$ cat src/rtl/core/psct_pkg.sv
// ---------------------------------------------------------------------------
// psct_pkg
// Types and constants shared by the polyline segment crossing test.
// ---------------------------------------------------------------------------
`default_nettype none

package psct_pkg;

   // Coordinate width default
   localparam int COORD_WIDTH_DEFAULT = 16;

   // Register port geometry
   localparam int CSR_DATA_WIDTH = 32;
   localparam int CSR_ADDR_WIDTH = 4;

   // Number of cross products per segment pair
   localparam int CROSS_COUNT = 4;
   localparam int CROSS_IDX_WIDTH = $clog2(CROSS_COUNT);

   // Register indexes
   typedef enum logic [1:0] {
      REG_SEG_START_X = 2'd0,
      REG_SEG_START_Y = 2'd1,
      REG_SEG_END_X   = 2'd2,
      REG_SEG_END_Y   = 2'd3
   } reg_index_type;

   // Cross product selectors
   localparam logic [CROSS_IDX_WIDTH-1:0] CROSS_VS_UE_US = 2'd0;
   localparam logic [CROSS_IDX_WIDTH-1:0] CROSS_UE_VE_US = 2'd1;
   localparam logic [CROSS_IDX_WIDTH-1:0] CROSS_US_VE_VS = 2'd2;
   localparam logic [CROSS_IDX_WIDTH-1:0] CROSS_VE_UE_VS = 2'd3;

   // Controller to datapath commands
   typedef struct packed {
      logic                       load;    // capture accepted point
      logic                       issue;   // start one cross product
      logic [CROSS_IDX_WIDTH-1:0] idx;     // which cross product
      logic                       commit;  // fold hit into state
   } cmd_type;

   // Datapath to controller status
   typedef struct packed {
      logic last;                          // captured point ends the query
   } status_type;

endpackage

`default_nettype wire

$ cat src/rtl/core/psct_datapath.sv
// ---------------------------------------------------------------------------
// psct_datapath
// Query segment registers, curve point state, bounding-box test and a
// shared pair of multipliers that evaluates one cross product sign per step.
// ---------------------------------------------------------------------------
`default_nettype none

module psct_datapath
   import psct_pkg::*;
#(
   parameter int COORD_WIDTH = COORD_WIDTH_DEFAULT
)(
   input  wire logic                          clock,
   input  wire logic                          reset,
   input  cmd_type                            cmd,
   output status_type                         status,
   input  wire logic signed [COORD_WIDTH-1:0] req_point_x,
   input  wire logic signed [COORD_WIDTH-1:0] req_point_y,
   input  wire logic                          req_starts_curve,
   input  wire logic                          req_ends_query,
   output logic                               rsp_crossed,
   input  wire logic                          csr_psel,
   input  wire logic                          csr_penable,
   input  wire logic                          csr_pwrite,
   input  wire logic [CSR_ADDR_WIDTH-1:0]     csr_paddr,
   input  wire logic [CSR_DATA_WIDTH-1:0]     csr_pwdata,
   output logic [CSR_DATA_WIDTH-1:0]          csr_prdata
);

   localparam int DW = COORD_WIDTH + 1;   // coordinate difference
   localparam int PW = 2 * DW;            // product
   localparam int EXT = CSR_DATA_WIDTH - COORD_WIDTH;

   typedef logic signed [COORD_WIDTH-1:0] coord_type;

   // query segment registers
   coord_type     seg_start_x_ff, seg_start_y_ff, seg_end_x_ff, seg_end_y_ff;
   coord_type     seg_start_x_in, seg_start_y_in, seg_end_x_in, seg_end_y_in;
   logic          csr_wr;
   reg_index_type csr_idx;

   // curve state and captured point
   coord_type prev_x_ff, prev_y_ff, prev_x_in, prev_y_in;
   coord_type cur_x_ff, cur_y_ff, cur_x_in, cur_y_in;
   logic      have_prev_ff, have_prev_in;
   logic      hit_seen_ff, hit_seen_in;
   logic      test_ff, test_in;
   logic      last_ff, last_in;
   logic      crossed_ff, crossed_in;

   // box test
   coord_type umax_x, umin_x, umax_y, umin_y;
   coord_type vmax_x, vmin_x, vmax_y, vmin_y;
   logic      box_ok_ff;

   // cross product pipe
   coord_type                  ma, sa, mb, sb, mc, sc, md, sd;
   logic signed [DW-1:0]       op_a, op_b, op_c, op_d;
   logic signed [PW-1:0]       prod_p_ff, prod_q_ff;
   logic                       pvalid_ff;
   logic [CROSS_IDX_WIDTH-1:0] pidx_ff;
   logic signed [PW:0]         diff;
   logic [CROSS_COUNT-1:0]     neg_ff, zero_ff, pos;

   logic rej_u, rej_v, hit, hit_new;

   // register port
   assign csr_wr  = csr_psel && csr_penable && csr_pwrite;
   assign csr_idx = reg_index_type'(csr_paddr[CSR_ADDR_WIDTH-1:2]);

   always_comb begin
      seg_start_x_in = seg_start_x_ff;
      seg_start_y_in = seg_start_y_ff;
      seg_end_x_in   = seg_end_x_ff;
      seg_end_y_in   = seg_end_y_ff;
      if (csr_wr) begin
         case (csr_idx)
            REG_SEG_START_X: seg_start_x_in = csr_pwdata[COORD_WIDTH-1:0];
            REG_SEG_START_Y: seg_start_y_in = csr_pwdata[COORD_WIDTH-1:0];
            REG_SEG_END_X:   seg_end_x_in   = csr_pwdata[COORD_WIDTH-1:0];
            REG_SEG_END_Y:   seg_end_y_in   = csr_pwdata[COORD_WIDTH-1:0];
            default: ;
         endcase
      end
   end

   always_comb begin
      case (csr_idx)
         REG_SEG_START_X: csr_prdata = {{EXT{seg_start_x_ff[COORD_WIDTH-1]}}, seg_start_x_ff};
         REG_SEG_START_Y: csr_prdata = {{EXT{seg_start_y_ff[COORD_WIDTH-1]}}, seg_start_y_ff};
         REG_SEG_END_X:   csr_prdata = {{EXT{seg_end_x_ff[COORD_WIDTH-1]}}, seg_end_x_ff};
         REG_SEG_END_Y:   csr_prdata = {{EXT{seg_end_y_ff[COORD_WIDTH-1]}}, seg_end_y_ff};
         default:         csr_prdata = '0;
      endcase
   end

   // bounding boxes of curve segment (prev -> cur) and query segment
   always_comb begin
      umax_x = (prev_x_ff > cur_x_ff) ? prev_x_ff : cur_x_ff;
      umin_x = (prev_x_ff < cur_x_ff) ? prev_x_ff : cur_x_ff;
      umax_y = (prev_y_ff > cur_y_ff) ? prev_y_ff : cur_y_ff;
      umin_y = (prev_y_ff < cur_y_ff) ? prev_y_ff : cur_y_ff;
      vmax_x = (seg_start_x_ff > seg_end_x_ff) ? seg_start_x_ff : seg_end_x_ff;
      vmin_x = (seg_start_x_ff < seg_end_x_ff) ? seg_start_x_ff : seg_end_x_ff;
      vmax_y = (seg_start_y_ff > seg_end_y_ff) ? seg_start_y_ff : seg_end_y_ff;
      vmin_y = (seg_start_y_ff < seg_end_y_ff) ? seg_start_y_ff : seg_end_y_ff;
   end

   // operand select: cross product is (ma-sa)*(mb-sb) - (mc-sc)*(md-sd)
   always_comb begin
      case (cmd.idx)
         CROSS_VS_UE_US: begin
            ma = seg_start_x_ff; sa = prev_x_ff;
            mb = cur_y_ff;       sb = prev_y_ff;
            mc = cur_x_ff;       sc = prev_x_ff;
            md = seg_start_y_ff; sd = prev_y_ff;
         end
         CROSS_UE_VE_US: begin
            ma = cur_x_ff;       sa = prev_x_ff;
            mb = seg_end_y_ff;   sb = prev_y_ff;
            mc = seg_end_x_ff;   sc = prev_x_ff;
            md = cur_y_ff;       sd = prev_y_ff;
         end
         CROSS_US_VE_VS: begin
            ma = prev_x_ff;      sa = seg_start_x_ff;
            mb = seg_end_y_ff;   sb = seg_start_y_ff;
            mc = seg_end_x_ff;   sc = seg_start_x_ff;
            md = prev_y_ff;      sd = seg_start_y_ff;
         end
         CROSS_VE_UE_VS: begin
            ma = seg_end_x_ff;   sa = seg_start_x_ff;
            mb = cur_y_ff;       sb = seg_start_y_ff;
            mc = cur_x_ff;       sc = seg_start_x_ff;
            md = seg_end_y_ff;   sd = seg_start_y_ff;
         end
         default: begin
            ma = '0; sa = '0; mb = '0; sb = '0;
            mc = '0; sc = '0; md = '0; sd = '0;
         end
      endcase
   end

   // exact differences, one bit wider than a coordinate
   assign op_a = {ma[COORD_WIDTH-1], ma} - {sa[COORD_WIDTH-1], sa};
   assign op_b = {mb[COORD_WIDTH-1], mb} - {sb[COORD_WIDTH-1], sb};
   assign op_c = {mc[COORD_WIDTH-1], mc} - {sc[COORD_WIDTH-1], sc};
   assign op_d = {md[COORD_WIDTH-1], md} - {sd[COORD_WIDTH-1], sd};

   // sign of the registered product difference
   assign diff = {prod_p_ff[PW-1], prod_p_ff} - {prod_q_ff[PW-1], prod_q_ff};

   // straddle test: reject when a pair of signs is strictly opposite
   assign pos     = ~neg_ff & ~zero_ff;
   assign rej_u   = (neg_ff[CROSS_VS_UE_US] && pos[CROSS_UE_VE_US])
                 || (pos[CROSS_VS_UE_US] && neg_ff[CROSS_UE_VE_US]);
   assign rej_v   = (neg_ff[CROSS_US_VE_VS] && pos[CROSS_VE_UE_VS])
                 || (pos[CROSS_US_VE_VS] && neg_ff[CROSS_VE_UE_VS]);
   assign hit     = test_ff && box_ok_ff && !rej_u && !rej_v;
   assign hit_new = hit_seen_ff || hit;

   // point capture and commit
   always_comb begin
      cur_x_in     = cur_x_ff;
      cur_y_in     = cur_y_ff;
      test_in      = test_ff;
      last_in      = last_ff;
      prev_x_in    = prev_x_ff;
      prev_y_in    = prev_y_ff;
      have_prev_in = have_prev_ff;
      hit_seen_in  = hit_seen_ff;
      crossed_in   = crossed_ff;
      if (cmd.load) begin
         cur_x_in = req_point_x;
         cur_y_in = req_point_y;
         test_in  = !req_starts_curve && have_prev_ff;
         last_in  = req_ends_query;
      end
      if (cmd.commit) begin
         if (last_ff) begin
            prev_x_in    = '0;
            prev_y_in    = '0;
            have_prev_in = 1'b0;
            hit_seen_in  = 1'b0;
            crossed_in   = hit_new;
         end else begin
            prev_x_in    = cur_x_ff;
            prev_y_in    = cur_y_ff;
            have_prev_in = 1'b1;
            hit_seen_in  = hit_new;
         end
      end
   end

   // control and configuration state
   always_ff @(posedge clock) begin
      if (reset) begin
         seg_start_x_ff <= '0;
         seg_start_y_ff <= '0;
         seg_end_x_ff   <= '0;
         seg_end_y_ff   <= '0;
         have_prev_ff   <= 1'b0;
         hit_seen_ff    <= 1'b0;
         pvalid_ff      <= 1'b0;
      end else begin
         seg_start_x_ff <= seg_start_x_in;
         seg_start_y_ff <= seg_start_y_in;
         seg_end_x_ff   <= seg_end_x_in;
         seg_end_y_ff   <= seg_end_y_in;
         have_prev_ff   <= have_prev_in;
         hit_seen_ff    <= hit_seen_in;
         pvalid_ff      <= cmd.issue;
      end
   end

   // payload registers
   always_ff @(posedge clock) begin
      cur_x_ff   <= cur_x_in;
      cur_y_ff   <= cur_y_in;
      test_ff    <= test_in;
      last_ff    <= last_in;
      prev_x_ff  <= prev_x_in;
      prev_y_ff  <= prev_y_in;
      crossed_ff <= crossed_in;
      box_ok_ff  <= !((umax_x < vmin_x) || (vmax_x < umin_x)
                   || (umax_y < vmin_y) || (vmax_y < umin_y));
      prod_p_ff  <= op_a * op_b;
      prod_q_ff  <= op_c * op_d;
      pidx_ff    <= cmd.idx;
      if (pvalid_ff) begin
         neg_ff[pidx_ff]  <= diff[PW];
         zero_ff[pidx_ff] <= (diff == '0);
      end
   end

   assign status.last = last_ff;
   assign rsp_crossed = crossed_ff;

endmodule

`default_nettype wire

$ cat config.mk
export PLATFORM = sky130hd
export DESIGN_NAME = psct_datapath
export DESIGN_NICKNAME = d
export VERILOG_FILES = /design/src/rtl/core/psct_pkg.sv /design/src/rtl/core/psct_datapath.sv
export SDC_FILE = /design/constraint.sdc
export NUM_CORES = 2
export LEC_CHECK = 0
export BUFFER_PORTS_ARGS = -buffer_cell sky130_fd_sc_hd__buf_2
export CAP_MARGIN = 0
export CORE_MARGIN = 4
export CORE_UTILIZATION = 50
export CTS_BUF_LIST = sky130_fd_sc_hd__clkbuf_16
export DETAILED_ROUTE_END_ITERATION = 6
export PLACE_DENSITY = 0.66
export SYNTH_ARGS = -nofsm -noshare
export SYNTH_HDL_FRONTEND = slang
export SYNTH_SLANG_ARGS = --single-unit
$ cat constraint.sdc
create_clock -name clock -period 16.6 [get_ports clock]
set_input_delay 4.15 -clock clock [delete_from_list [all_inputs] [get_ports clock]]
set_output_delay 4.15 -clock clock [all_outputs]
set_load 0.1 [all_outputs]
# Word-level counts from Yosys, hierarchy flattened

Index checks and enable logic that the tools add are counted.
Widths: inputs -> output; s select.

$add $sub $neg: 5
Multipliers: 2
$lt $le $gt $ge: 14
Equal/unequal tests: 6
Muxes and demuxes: 21
Bitwise operators: 3
Reductions and logical operators: 33

Operators with widths:

| cell               | count |
|---|---|
| $lt 16x16->1       | 8 |
| $mux 16            | 8 |
| $pmux 16 s2        | 4 |
| $pmux 16 s4        | 2 |
| $pmux 32 s4        | 1 |
| $mul 17x17->34     | 2 |
| $sub 16x16->17     | 4 |
| $gt 16x16->1       | 4 |
| $logic_not 35->1   | 1 |
| $sub 34x34->35     | 1 |
| $logic_and 1x1->1  | 11 |
| $reduce_and 2->1   | 5 |
| $bwmux 4           | 2 |
| $eq 2x2->1 const B | 4 |
| $not 4->4          | 2 |
| $reduce_or 2->1    | 4 |
| $logic_or 1x1->1   | 6 |
| $and 4x4->4        | 1 |
| $eq 2x1->1 const B | 2 |
| $logic_not 1->1    | 4 |
| $logic_not 2->1    | 2 |
| $lt 2x3->1 const B | 1 |
| $mux 1             | 3 |
| $demux 1 s2        | 1 |
| $ge 2x1->1 const B | 1 |

Register bits: 213
Bits of input ports: 80
Output and inout bits: 34
Word-level logic and storage cells: 104

# Depth between registers and ports, before layout

Depth in word-level cells: 9
Gate-level depth with buffers: 44
Gate-level depth less buffers: 41

# Worst setup path after synthesis

OpenSTA, ideal clock, no wires.

Path kind: in2reg
Start: input cmd[1] in the netlist's numbering
End: register prod_p_ff[26]
Library setup time: 0.072 ns
Data arrival time: 13.248 ns
Data required time: 16.528 ns
Slack: 3.280 ns
Stages: 39
Path buffers: 3
Cells stage by stage: inv_1 -> ha_1 -> clkbuf_1 -> nor2_1 -> clkbuf_1 -> nand2_1 -> o21ai_0 -> ha_1 -> inv_1 -> fa_1 -> a21o_1 -> a21oi_2 -> o21bai_1 -> a211o_1 -> nand3_1 -> and4b_1 -> xnor2_1 -> clkbuf_1 -> [... 3 more ...] -> fa_1 -> inv_1 -> fa_1 -> fa_1 -> fa_1 -> inv_1 -> fa_1 -> ha_1 -> a21o_1 -> a21o_1 -> a21o_1 -> a31o_4 -> a31o_4 -> o41a_1 -> a41o_1 -> a21o_1 -> a21oi_2 -> xnor2_1

Longest elaborated chain between the ends: 5
Elaborated cells on any way between the ends: 15
Those cells by class: add/sub (2); mul (1); eq/ne (3); mux (4); reduce/logical (5)

RTL lines:

| what                                     | RTL line                                   | text |
|---|---|---|
| start: declaration                       | psct_datapath.sv:15                        | `input cmd_type cmd,` |
| $eq 2x2->1, or another cell as far along | psct_datapath.sv:111                       | `case (cmd.idx)` |
| $reduce_or 2->1 (no source line)         | n/a                                        |  |
| $pmux 16 s2                              | psct_datapath.sv:111                       |  |
| $sub 16x16->17, on equally long branches | psct_datapath.sv:144, psct_datapath.sv:145 |  |
| $mul 17x17->34 (*)                       | psct_datapath.sv:226                       | `prod_p_ff <= op_a * op_b;` |
| end signal: assignment                   | psct_datapath.sv:226                       |  |
| end: declaration                         | psct_datapath.sv:59                        | `logic signed [PW-1:0] prod_p_ff, prod_q_ff;` |

Every way passes the cells marked *; elsewhere a longest branch is shown, timed or not.
A chain may end at the register's enable or synchronous reset.

# Worst setup path after layout

Start: input cmd[1] in the netlist's numbering
End: register prod_q_ff[32]

Longest elaborated chain between the ends: 5
Elaborated cells on any way between the ends: 15
Those cells by class: add/sub (2); mul (1); eq/ne (3); mux (4); reduce/logical (5)

RTL lines:

| what                                     | RTL line                                   | text |
|---|---|---|
| $eq 2x2->1, or another cell as far along | psct_datapath.sv:111                       |  |
| $reduce_or 2->1 (no source line)         | n/a                                        |  |
| $pmux 16 s2                              | psct_datapath.sv:111                       |  |
| $sub 16x16->17, on equally long branches | psct_datapath.sv:146, psct_datapath.sv:147 |  |
| $mul 17x17->34 (*)                       | psct_datapath.sv:227                       | `prod_q_ff <= op_c * op_d;` |
| end signal: assignment                   | psct_datapath.sv:227                       |  |
| end: declaration                         | psct_datapath.sv:59                        |  |

Marked as above.

==> results.toml <==
[synth]
yosysWarnings = 0
yosysTopAreaCell = "fa_1"
synth.area.top_cells = "fa_1 31%, ha_1 13%, inv_1 7.5%"
synth_top_cell_area_share_pct = 30.9
synth_area_um2 = 38700
async_reset_ff_share_pct = 0
synth_seq_cells = 213
synth_cell_types = 88
synthFlopType = "dfxtp_1"
netlist_instances = 4402
ys_seq_area_share_pct = 12.9
synth_nets = 5475
synth-edff-count = 75
syn_area_per_cell_um2 = 8.80

[placement]
routabilityCongestion = 0.942
hpwl_um = 92200
pre_cts_ws_ps = 1720
place.port_buffers = 95

[finish]
nFillCells = 7145
area_growth_pct = 6.59
antenna_cells = 0
regArea_um2 = 5010
drive_gt1_share_pct = 7.26
nets = 5515
multi_input_area_um2 = 30200

[cts]
clockBufferDepth = 3
cts_root_buffer = "clkbuf_16"
cts_resized = 0
postCtsHoldBufs = 0
cts_setup_buffers = 0
cts_tree = "yes"
clk_latency_ps = 580
htree_num_levels = 1
cts_buffers = 27
numClockSinks = 213
path_clk_slew_ps = 70

[setup_path]
crit_path_start = "cmd[1]"
crit_arrival_ps = 15010
cp_slowest_stage_delay_ps = 860
r2r_start = "cur_y_ff[0]$_DFFE_PP_"
required_ps = 17060
crit_path_max_fanout = 33
path_class = "in2reg"
critPathLaunchType = "primary input"
crit_slowest_cell = "nor2_4"
end_kind = "register"
crit_top_cell = "fa_1"

[routing]
wl_per_cell_um = 20.5
drt_pass1_iterations = 7
ant_nets = 0
drc = 4
initialDrtViolationCount = 2546
avgViaCountPerCell = 5.64
num_vias = 30952
drt-total-wl_um = 113000

[hold_path]
hp-class = "reg2reg"
min_from = "have_prev_ff$_SDFFE_PP0P_"

[job]
maxCapViolCount = 0

[floorplan]
initial_core_util_pct = 50.8
dieHeight_um = 286
core_area_um2 = 76300
die_w_um = 286
num_rows = 101
io-pin-count = 114
dieArea_um2 = 82000

[sta]
clock_skew_ps = 24.1
finalMaxSlewViolations = 0
tns_ps = 0
rsz0062_at_grt = "false"
period_needed_ps = 14550
hold_violations = 0
slew_headroom_pct = 15.8
fmax_mhz = 68.7
worstMarginPinSlew_ps = 1250
setup_ws_ps = 2050
period_share_pct = 87.7
finalSetupViolCount = 0

[status]
status = "finished, violations left"
violations = "DRC"

[global_routing]
grt_util_all_layers_pct = 27.8
grt_pass1_vias = 31292
overflow = 0
grt_max_degree = 67
grt_first_pass_wirelength_um = 178000
grt_antenna_before_repair = 2
## synth_stat cells, types with 18 or more instances
master / n
inv_1: 777
fa_1: 598
nand2_1: 554
ha_1: 395
nor2_1: 349
a21oi_1: 226
dfxtp_1: 138
clkbuf_1: 123
o21ai_0: 121
xnor2_1: 119
mux2i_1: 88
nor2b_1: 84
edfxtp_1: 75
a21o_1: 65
and2_1: 61
nand3_1: 58
nand2b_1: 49
xor2_1: 37
mux2_2: 35
nor3_1: 35
a222oi_1: 31
o21a_1: 29
nand4_1: 28
or2_2: 19
buf_2: 18
buf_4: 18
## per-stage QoR
stage          utilization [%]  instances  hold slack, ps  instance area, µm²
2_1_floorplan                -       4402             420               38700
3_3_place_gp              53.0       5443             430               40500
3_5_place_dp              53.0       5443             436               40500
4_1_cts                   54.1       5492             450               41300
5_1_grt                   54.1       5492             489               41300
6_report                  54.1       5492             446               41300
## path summary, 6_finish.rpt
| kind | endpoint | cells after the start | slack (ps) |
|---|---|---|---|
| min reg2reg | have_prev_ff$_SDFFE_PP0P_ | 1 | 450 |
| max | prod_q_ff[32]$_DFF_P_ | 36 | 2050 |
| max reg2reg | prod_q_ff[32]$_DFF_P_ | 32 | 6670 |
| min | have_prev_ff$_SDFFE_PP0P_ | 1 | 450 |
## layout make-up
type / count / area share (%)
clock buffer: 27 / 1.64
clock inverter: 22 / 0.358
inverter: 777 / 7.06
multi-input combinational: 3249 / 73.1
sequential: 213 / 12.1
tap: 1030 / 3.12
timing repair buffer: 174 / 2.59
## placed cells by master (no fill, tap or decap), drive strengths merged, types with 11 or more instances in the layout
master and count:
a222oi 31, o2111ai 11, a21oi 229, dfxtp 138, a21o 65, and3 16, nor3 37, mux2 36
fa 598, o21a 29, nor4 11, nand2 554, xnor2 121, o21bai 15, inv 785, ha 395
a211oi 14, clkbuf 27, mux4 16, xor2 38, mux2i 88, nand4 29, or2 21, buf 174
nor2b 85, o211ai 17, nand2b 49, a31oi 17, edfxtp 75, nand3 58, or3 15, nor2 349
o21ai 131, and2 61
## cells by family (layout without fill, tap and decap cells)
family	count (synthesis)	in the layout	share of synthesized area, %
AND/OR/NAND/NOR	1307	1307	15.2
adder cells (fa/ha/maj)	993	993	43.7
buffers and inverters	940	1000	9.36
AO/OA/AOI/OAI	650	650	11.0
flip-flops	213	213	12.9
XOR/XNOR	159	159	3.65
multiplexers	140	140	4.25
## sequential cells by signal, summed over array words and instances, names as in the netlist, 2 cells and up
register	cells
seg_start_y_ff	16
neg_ff	4
prev_y_ff	16
pidx_ff	2
cur_y_ff	16
zero_ff	4
cur_x_ff	16
prod_q_ff	34
seg_start_x_ff	16
seg_end_x_ff	16
prod_p_ff	34
seg_end_y_ff	16
prev_x_ff	16
## critical path: cells and delay by family
kind	cells	cell delay (ps)
buffers and inverters	7	650
multiplexers	1	600
adder cells (fa/ha/maj)	9	4500
AO/OA/AOI/OAI	7	1620
XOR/XNOR	1	330
AND/OR/NAND/NOR	11	3150
## per-layer routing
layer  vias to the layer above  routed length [µm]  GRT usage [%]
li1                      14282                   -              -
met3                       243                9250           3.41
met1                     15102               47000           38.1
met2                      1325               50100           44.3
met5                         -                   0              0
met4                         0                6420           12.6
Power is left out: the tool's default activity adds up to more than one toggle a clock period on the data nets, which glitch-free logic cannot reach.
